`src/hw/rtl/mpc_prediction_matrix_builder_top_defines.svh`:
```
// Assertion macros used by the prediction matrix builder controller.
`ifndef MPC_PREDICTION_MATRIX_BUILDER_TOP_DEFINES_SVH
`define MPC_PREDICTION_MATRIX_BUILDER_TOP_DEFINES_SVH
`ifndef ASSERT_OFF
`define MPB_ASSERT(lbl, clk, rst_n, prop, msg) \
	lbl: assert property (@(posedge clk) disable iff (!rst_n) prop) else $error(msg);
`define MPB_ASSERT_IMP(lbl, clk, rst_n, ante, cons, msg) \
	lbl: assert property (@(posedge clk) disable iff (!rst_n) (ante) |-> (cons)) else $error(msg);
`else
`define MPB_ASSERT(lbl, clk, rst_n, prop, msg)
`define MPB_ASSERT_IMP(lbl, clk, rst_n, ante, cons, msg)
`endif
`endif

```
`src/hw/rtl/mpb_pkg.sv`:
```
// Shared types and codes of the prediction matrix builder.
`default_nettype none
package mpb_pkg;
	localparam int DATA_W   = 32;
	localparam int FRAC_W   = 16;
	localparam int MODE_W   = 3;
	localparam int STATUS_W = 2;
	localparam int IN_W     = 48;

	localparam logic [MODE_W-1:0] MODE_WRITE_A = 3'd0;
	localparam logic [MODE_W-1:0] MODE_WRITE_B = 3'd1;
	localparam logic [MODE_W-1:0] MODE_COMPUTE = 3'd2;
	localparam logic [MODE_W-1:0] MODE_READ_S  = 3'd3;
	localparam logic [MODE_W-1:0] MODE_READ_U  = 3'd4;

	localparam logic [STATUS_W-1:0] STATUS_OK      = 2'd0;
	localparam logic [STATUS_W-1:0] STATUS_INDEX   = 2'd1;
	localparam logic [STATUS_W-1:0] STATUS_SAT     = 2'd2;
	localparam logic [STATUS_W-1:0] STATUS_NOTCOMP = 2'd3;

	localparam logic [1:0] CFG_STATE_SIZE = 2'd0;
	localparam logic [1:0] CFG_INPUT_SIZE = 2'd1;
	localparam logic [1:0] CFG_HORIZON    = 2'd2;

	typedef struct packed {
		logic                load_item;
		logic                exec_write;
		logic                read_issue;
		logic                res_set;
		logic                res_from_ram;
		logic [STATUS_W-1:0] res_code;
		logic                clr_sat;
		logic                copy_start;
		logic                copy_step;
		logic                mac_start;
		logic                mac_issue;
		logic                elem_next;
		logic                set_valid;
		logic                out_load;
	} cmd_t;

	typedef struct packed {
		logic [MODE_W-1:0] mode;
		logic              bad;
		logic              tables_valid;
		logic              sat;
		logic              nh_one;
		logic              cp_last;
		logic              t_last;
		logic              mac_busy;
		logic              elem_last;
		logic              out_free;
	} stat_t;
endpackage
`default_nettype wire

```
`src/hw/rtl/mpb_ctrl.sv`:
```
// Sequencing state machine of the prediction matrix builder.
`default_nettype none
`include "mpc_prediction_matrix_builder_top_defines.svh"
module mpb_ctrl (
	input  wire logic          clk,
	input  wire logic          arst_n,
	input  wire logic          s_tvalid,
	output logic               s_tready,
	input  wire mpb_pkg::stat_t st,
	output mpb_pkg::cmd_t      cmd
);
	localparam logic [2:0] S_IDLE       = 3'd0;
	localparam logic [2:0] S_EXEC       = 3'd1;
	localparam logic [2:0] S_RD_WAIT    = 3'd2;
	localparam logic [2:0] S_COPY       = 3'd3;
	localparam logic [2:0] S_COPY_DRAIN = 3'd4;
	localparam logic [2:0] S_MAC_ISSUE  = 3'd5;
	localparam logic [2:0] S_MAC_DRAIN  = 3'd6;
	localparam logic [2:0] S_FINISH     = 3'd7;

	logic [2:0] state_q;
	logic [2:0] state_d;
	logic [mpb_pkg::STATUS_W-1:0] sat_code;

	assign s_tready = (state_q == S_IDLE);
	assign sat_code = st.sat ? mpb_pkg::STATUS_SAT : mpb_pkg::STATUS_OK;

	always_comb begin
		cmd     = '0;
		state_d = state_q;
		unique case (state_q)
			S_IDLE: begin
				if (s_tvalid) begin
					cmd.load_item = 1'b1;
					state_d       = S_EXEC;
				end
			end
			S_EXEC: begin
				if (st.bad) begin
					cmd.res_set  = 1'b1;
					cmd.res_code = mpb_pkg::STATUS_INDEX;
					state_d      = S_FINISH;
				end else begin
					case (st.mode) inside
						mpb_pkg::MODE_WRITE_A, mpb_pkg::MODE_WRITE_B: begin
							cmd.exec_write = 1'b1;
							cmd.res_set    = 1'b1;
							cmd.res_code   = mpb_pkg::STATUS_OK;
							state_d        = S_FINISH;
						end
						mpb_pkg::MODE_COMPUTE: begin
							cmd.clr_sat    = 1'b1;
							cmd.copy_start = 1'b1;
							state_d        = S_COPY;
						end
						default: begin
							if (!st.tables_valid) begin
								cmd.res_set  = 1'b1;
								cmd.res_code = mpb_pkg::STATUS_NOTCOMP;
								state_d      = S_FINISH;
							end else begin
								cmd.read_issue = 1'b1;
								state_d        = S_RD_WAIT;
							end
						end
					endcase
				end
			end
			S_RD_WAIT: begin
				cmd.res_set      = 1'b1;
				cmd.res_from_ram = 1'b1;
				cmd.res_code     = sat_code;
				state_d          = S_FINISH;
			end
			S_COPY: begin
				cmd.copy_step = 1'b1;
				if (st.cp_last) begin
					state_d = S_COPY_DRAIN;
				end
			end
			S_COPY_DRAIN: begin
				if (st.nh_one) begin
					cmd.set_valid = 1'b1;
					cmd.res_set   = 1'b1;
					cmd.res_code  = sat_code;
					state_d       = S_FINISH;
				end else begin
					cmd.mac_start = 1'b1;
					state_d       = S_MAC_ISSUE;
				end
			end
			S_MAC_ISSUE: begin
				cmd.mac_issue = 1'b1;
				if (st.t_last) begin
					state_d = S_MAC_DRAIN;
				end
			end
			S_MAC_DRAIN: begin
				// wait for the element's sum to be written back
				if (!st.mac_busy) begin
					if (st.elem_last) begin
						cmd.set_valid = 1'b1;
						cmd.res_set   = 1'b1;
						cmd.res_code  = sat_code;
						state_d       = S_FINISH;
					end else begin
						cmd.elem_next = 1'b1;
						state_d       = S_MAC_ISSUE;
					end
				end
			end
			S_FINISH: begin
				if (st.out_free) begin
					cmd.out_load = 1'b1;
					state_d      = S_IDLE;
				end
			end
			default: state_d = S_IDLE;
		endcase
	end

	always_ff @(posedge clk or negedge arst_n) begin
		if (!arst_n) begin
			state_q <= S_IDLE;
		end else begin
			state_q <= state_d;
		end
	end

	`MPB_ASSERT_IMP(a_out_load_free, clk, arst_n, cmd.out_load, st.out_free, "output overwritten")
	`MPB_ASSERT_IMP(a_read_valid, clk, arst_n, cmd.read_issue, st.tables_valid && !st.bad, "read of stale tables")
	`MPB_ASSERT_IMP(a_valid_drained, clk, arst_n, cmd.set_valid, !st.mac_busy, "tables marked valid mid compute")
endmodule
`default_nettype wire

```
`config.mk`:
```
export PLATFORM = sky130hd
export DESIGN_NAME = mpb_ctrl
export DESIGN_NICKNAME = d
export VERILOG_FILES = /design/src/hw/rtl/mpb_pkg.sv /design/src/hw/rtl/mpb_ctrl.sv
export VERILOG_INCLUDE_DIRS = /design/src /design/src/hw/rtl
export SDC_FILE = /design/constraint.sdc
export NUM_CORES = 1
export LEC_CHECK = 0
export ABC_AREA = 1
export BUFFER_PORTS_ARGS = -buffer_cell sky130_fd_sc_hd__buf_2
export CORE_AREA = 2 2 39 41
export CTS_BUF_LIST = sky130_fd_sc_hd__clkbuf_4 sky130_fd_sc_hd__clkbuf_8
export DETAILED_ROUTE_END_ITERATION = 7
export DIE_AREA = 0 0 41 43
export GPL_ROUTABILITY_DRIVEN = 1
export PLACE_DENSITY_LB_ADDON = 0.2
export SLEW_MARGIN = 20
export SYNTH_ARGS = -nofsm -noshare
export SYNTH_HDL_FRONTEND = slang
export SYNTH_SLANG_ARGS = --single-unit
```
`constraint.sdc`:
```
create_clock -name clk -period 1.83 [get_ports clk]
set_clock_uncertainty 0.1 [all_clocks]
set_input_delay 0.549 -clock clk [delete_from_list [all_inputs] [get_ports clk]]
set_output_delay 0.549 -clock clk [all_outputs]
set_load 0.05 [all_outputs]
```
Word level (Yosys, flattened, before mapping) --
Index checks and enable logic that the tools add are counted.
Word-level totals: register bits after elaboration 3, output and inout port bits 16
Cells by class: reductions and logical operators 4, muxes and demuxes 52, equality and inequality tests 14
Operators with widths (number):
- $mux 2 | 17
- $mux 3 | 9
- $pmux 3 s8 | 1
- $mux 1 | 22
- $eq 3x3->1 const B | 4
- $ne 2x2->1 const B | 5
- $eq 3x2->1 const B | 3
- $pmux 2 s4 | 1
- $eq 3x1->1 const B | 2
- $logic_not 3->1 | 2
- $reduce_and 5->1 | 1
- $pmux 1 s4 | 1
- $pmux 1 s2 | 1
- $reduce_or 2->1 | 1

Logic depth before layout (Yosys ltp) --
depth in word-level cells 5, gate-level depth with buffers 9

Least setup slack after synthesis --
OpenSTA, ideal clock, no wires.
kind input port to output port, from input port st[1] in the netlist's numbering, to output port cmd[2] in the netlist's numbering, path slack -0.923 ns, path buffers 0, cell stages on the path 1, arrival time 2.104 ns, data required time 1.181 ns, cell sequence nor4_1
Between the ends: word-level cells in the longest chain between the ends 3
Ends and longest elaborated chain:
- start: declaration | line mpb_ctrl.sv:9 | input wire mpb_pkg::stat_t st,
- $mux 1 | line mpb_ctrl.sv:101 | if (st.elem_last) begin
- $mux 2 | line mpb_ctrl.sv:100 | if (!st.mac_busy) begin
- $mux 1 | line mpb_ctrl.sv:31 | unique case (state_q)
- end: declaration | line mpb_ctrl.sv:10 | output mpb_pkg::cmd_t cmd
No other way between the ends.

==> summary.txt <==
Routing
  – Post-Route WL: 2.60 mm
  – First-pass DRT Iterations: 4
  – Vias/cell: 5.26
  – Routed wire length per instance: 16.0 um
  – Post-DRT Antenna Nets: 0
  – Iteration-0 DRC Markers: 8
  – Vias: 857
  – DR DRC count: 0

Clocking
  – Root buffer cell: clkbuf_4
  – TritonCTS clock tree: yes
  – H-Tree Depth: 1
  – Longest Clk Path Bufs: 2
  – Insertion delay to the later sink of the worst-skew pair: 0.26 ns
  – CTS Sinks: 3
  – CTS clk-pin slew, worst paths: 0.05 ns
  – Total CTS buffers: 3

Finish
  – Most frequent cells in the layout: 24 x buf_4, 19 x nand2_1, 15 x buf_6
  – # fillers: 63
  – Ratio of cells with drive above 1 in the final layout: 70.7%
  – Area of the multi-input gates: 493 um2
  – Area grow syn2layout: 149%
  – Leading cell type in the layout, fill and taps excluded: buf_4
  – Max FFs per register: 3
  – Biggest regs: state_q: 3 flops
  – Top reg by flops: state_q
  – Final core utilization: 90.1%
  – Register area: 77.6 um2
  – Fin area: 1250 um2
  – Nets: 163
  – Diodes inserted: 0

Global routing
  – Top Usage Layer GRT: met2
  – Initial antenna violation count: 0
  – Overflow left after global routing: 0
  – M2 GR Usage: 38.4%
  – Vias in the first global route: 691
  – Grt met3 use: 3.14%
  – Global Route Usage Sum: 23.3%
  – Largest net degree at the start of global routing: 11
  – First-pass GRT wire length: 2.86 mm
  – Global-route met1 utilization: 29.4%

Logic synthesis
  – Top cells by area, synth: nand2_1 18%, dfrtp_1 15%, inv_1 9.7%
  – Synth cell types: 21
  – Net count after synthesis: 101
  – Synth Warn #: 0
  – Area leader, netlist: nand2_1
  – Syn Area/Cell: 5.83 um2
  – Synth Register Bits: 3
  – Mapped Cells: 86
  – Synth top area share: 18.0%
  – Cell area after synthesis: 502 um2
  – Sequential-to-total area share from yosys stat: 15.0%

Floorplan
  – Core Footprint: 1380 um2
  – Die X: 41 um
  – Top Ports: 31
  – Die ar.: 1760 um2
  – Row count: 14
  – Die height: 43 um
  – Initial core utilization: 36.3%

Timing
  – Post-route clock period utilization: 115%
  – F_max: 475 MHz
  – Worst hold margin: 0.557 ns
  – Final setup viols: 16
  – Actual slew at the worst max-slew pin: 0.214 ns
  – Pins Over Slew Limit: 0
  – Final WS setup: -0.276 ns
  – TNS Setup: -2.70 ns
  – Min Clock Period, post-route: 2.11 ns
  – Fin. Hold Viols: 0
  – RSZ-0062 raised after global routing: yes
  – Slew HR: 85.7%

Pwr
  – Pwr Density: 1770 nW/um2
  – Leak pwr: 0.000659 uW
  – Maximum vdd ir drop: 1.68 mV

Run status
  – Status: finished with violations
  – Violated checks: negative setup slack

Worst setup path
  – Startpoint Class: flip-flop
  – Endpoint type of the worst setup path: output port
  – Crit path DAT: 1.46 ns
  – CP max FO: 5
  – Kind of critical path: flip-flop to output port
  – CP required: 1.18 ns

Place
  – Dpl cell area: 898 um2
  – I/O Buffers: 30
  – HPWL after DPL: 1.17 mm
  – Routability congestion estimate from global placement: 0.767

Worst hold path
  – Min-delay worst type: primary input to asynchronous set/reset pin

Flow run
  – Max-Cap Viols: 0
path summary, 6_finish.rpt:
path,startpoint,end,cells past startpoint,slack [ns]
min in group clk,st[3],state_q[2]$_DFFE_PN0P_,4,0.57
worst max register to register,state_q[2]$_DFFE_PN0P_,state_q[0]$_DFFE_PN0P_,8,0.17
max in group asynchronous,arst_n,state_q[1]$_DFFE_PN0P_,2,0.93
worst min-delay path,arst_n,state_q[2]$_DFFE_PN0P_,2,0.56
worst min register to register,state_q[1]$_DFFE_PN0P_,state_q[1]$_DFFE_PN0P_,3,0.69
worst max-delay path,state_q[0]$_DFFE_PN0P_,cmd[9],8,-0.28
metal layers:
layer  vias up  part of all wire (%)
met5         -                     0
met2        48                    54
met3        17                   5.2
li1        396                     -
met4         0                   5.8
met1       396                    35
layout make-up:
| type | instances | share of cell area [%] |
|---|---|---|
| Tap cell | 16 | 1.60 |
| Inverter | 16 | 6.62 |
| Timing Repair Buffer | 61 | 43.6 |
| Multi-Input combinational cell | 63 | 39.5 |
| Sequential cell | 3 | 6.22 |
| Clock buffer | 4 | 2.41 |
logic make-up (layout without fill, tap and decap cells):
family | Yosys count | count (layout) | share of synthesized area [%]
compound gates | 2 | 2 | 2.99
buf+inv | 20 | 81 | 19.5
simple gates | 61 | 61 | 62.6
flops | 3 | 3 | 15.0
critical path, cell delays in order, from the launching register on:
cell	delay, ns
dfrtp_1	0.42
inv_2	0.14
nand2_4	0.08
nor2_4	0.12
nand3b_4	0.10
nand3_1	0.08
nand2_1	0.07
nand2_2	0.07
buf_8	0.14
where the power goes:
group | total, uW | switching (uW) | internal [uW]
logic | 1880 | 1090 | 789
clock network | 148 | 50.2 | 97.5
registers | 185 | 76.0 | 109
Yosys cell counts:
master	number
nand2_4	1
nor2_2	2
dfrtp_1	3
nor2_4	2
nor3_2	1
nand3_1	7
buf_6	2
nand3b_2	1
nand2_1	24
o21a_1	1
nor2_1	10
inv_1	13
nand3b_1	1
o211ai_1	1
nand3_2	1
nor4_1	1
nand4_1	5
nand2_2	3
buf_4	2
inv_2	3
nor3_1	2
stage by stage:
stage / power, uW / worst slack, ns / std cells
2_1_floorplan: 1060 / -0.216 / 86
3_3_place_gp: 1430 / -0.232 / 151
6_report: 2210 / -0.276 / 163
3_5_place_dp: 1440 / -0.240 / 151
5_1_grt: 2300 / -0.368 / 163
4_1_cts: 1900 / -0.199 / 159
what timing repair did:
action / in CTS / in global routing
cloned: 0 / 0
endpoints found under the setup margin: 16 / 16
resized for setup: 54 / 18
pin swaps: 2 / 3
hold buffers: 1 / 0
buffers inserted: 3 / 4
hold endpoints to repair: 1 / 0
Note: power is estimated with default switching activity, not from simulation.
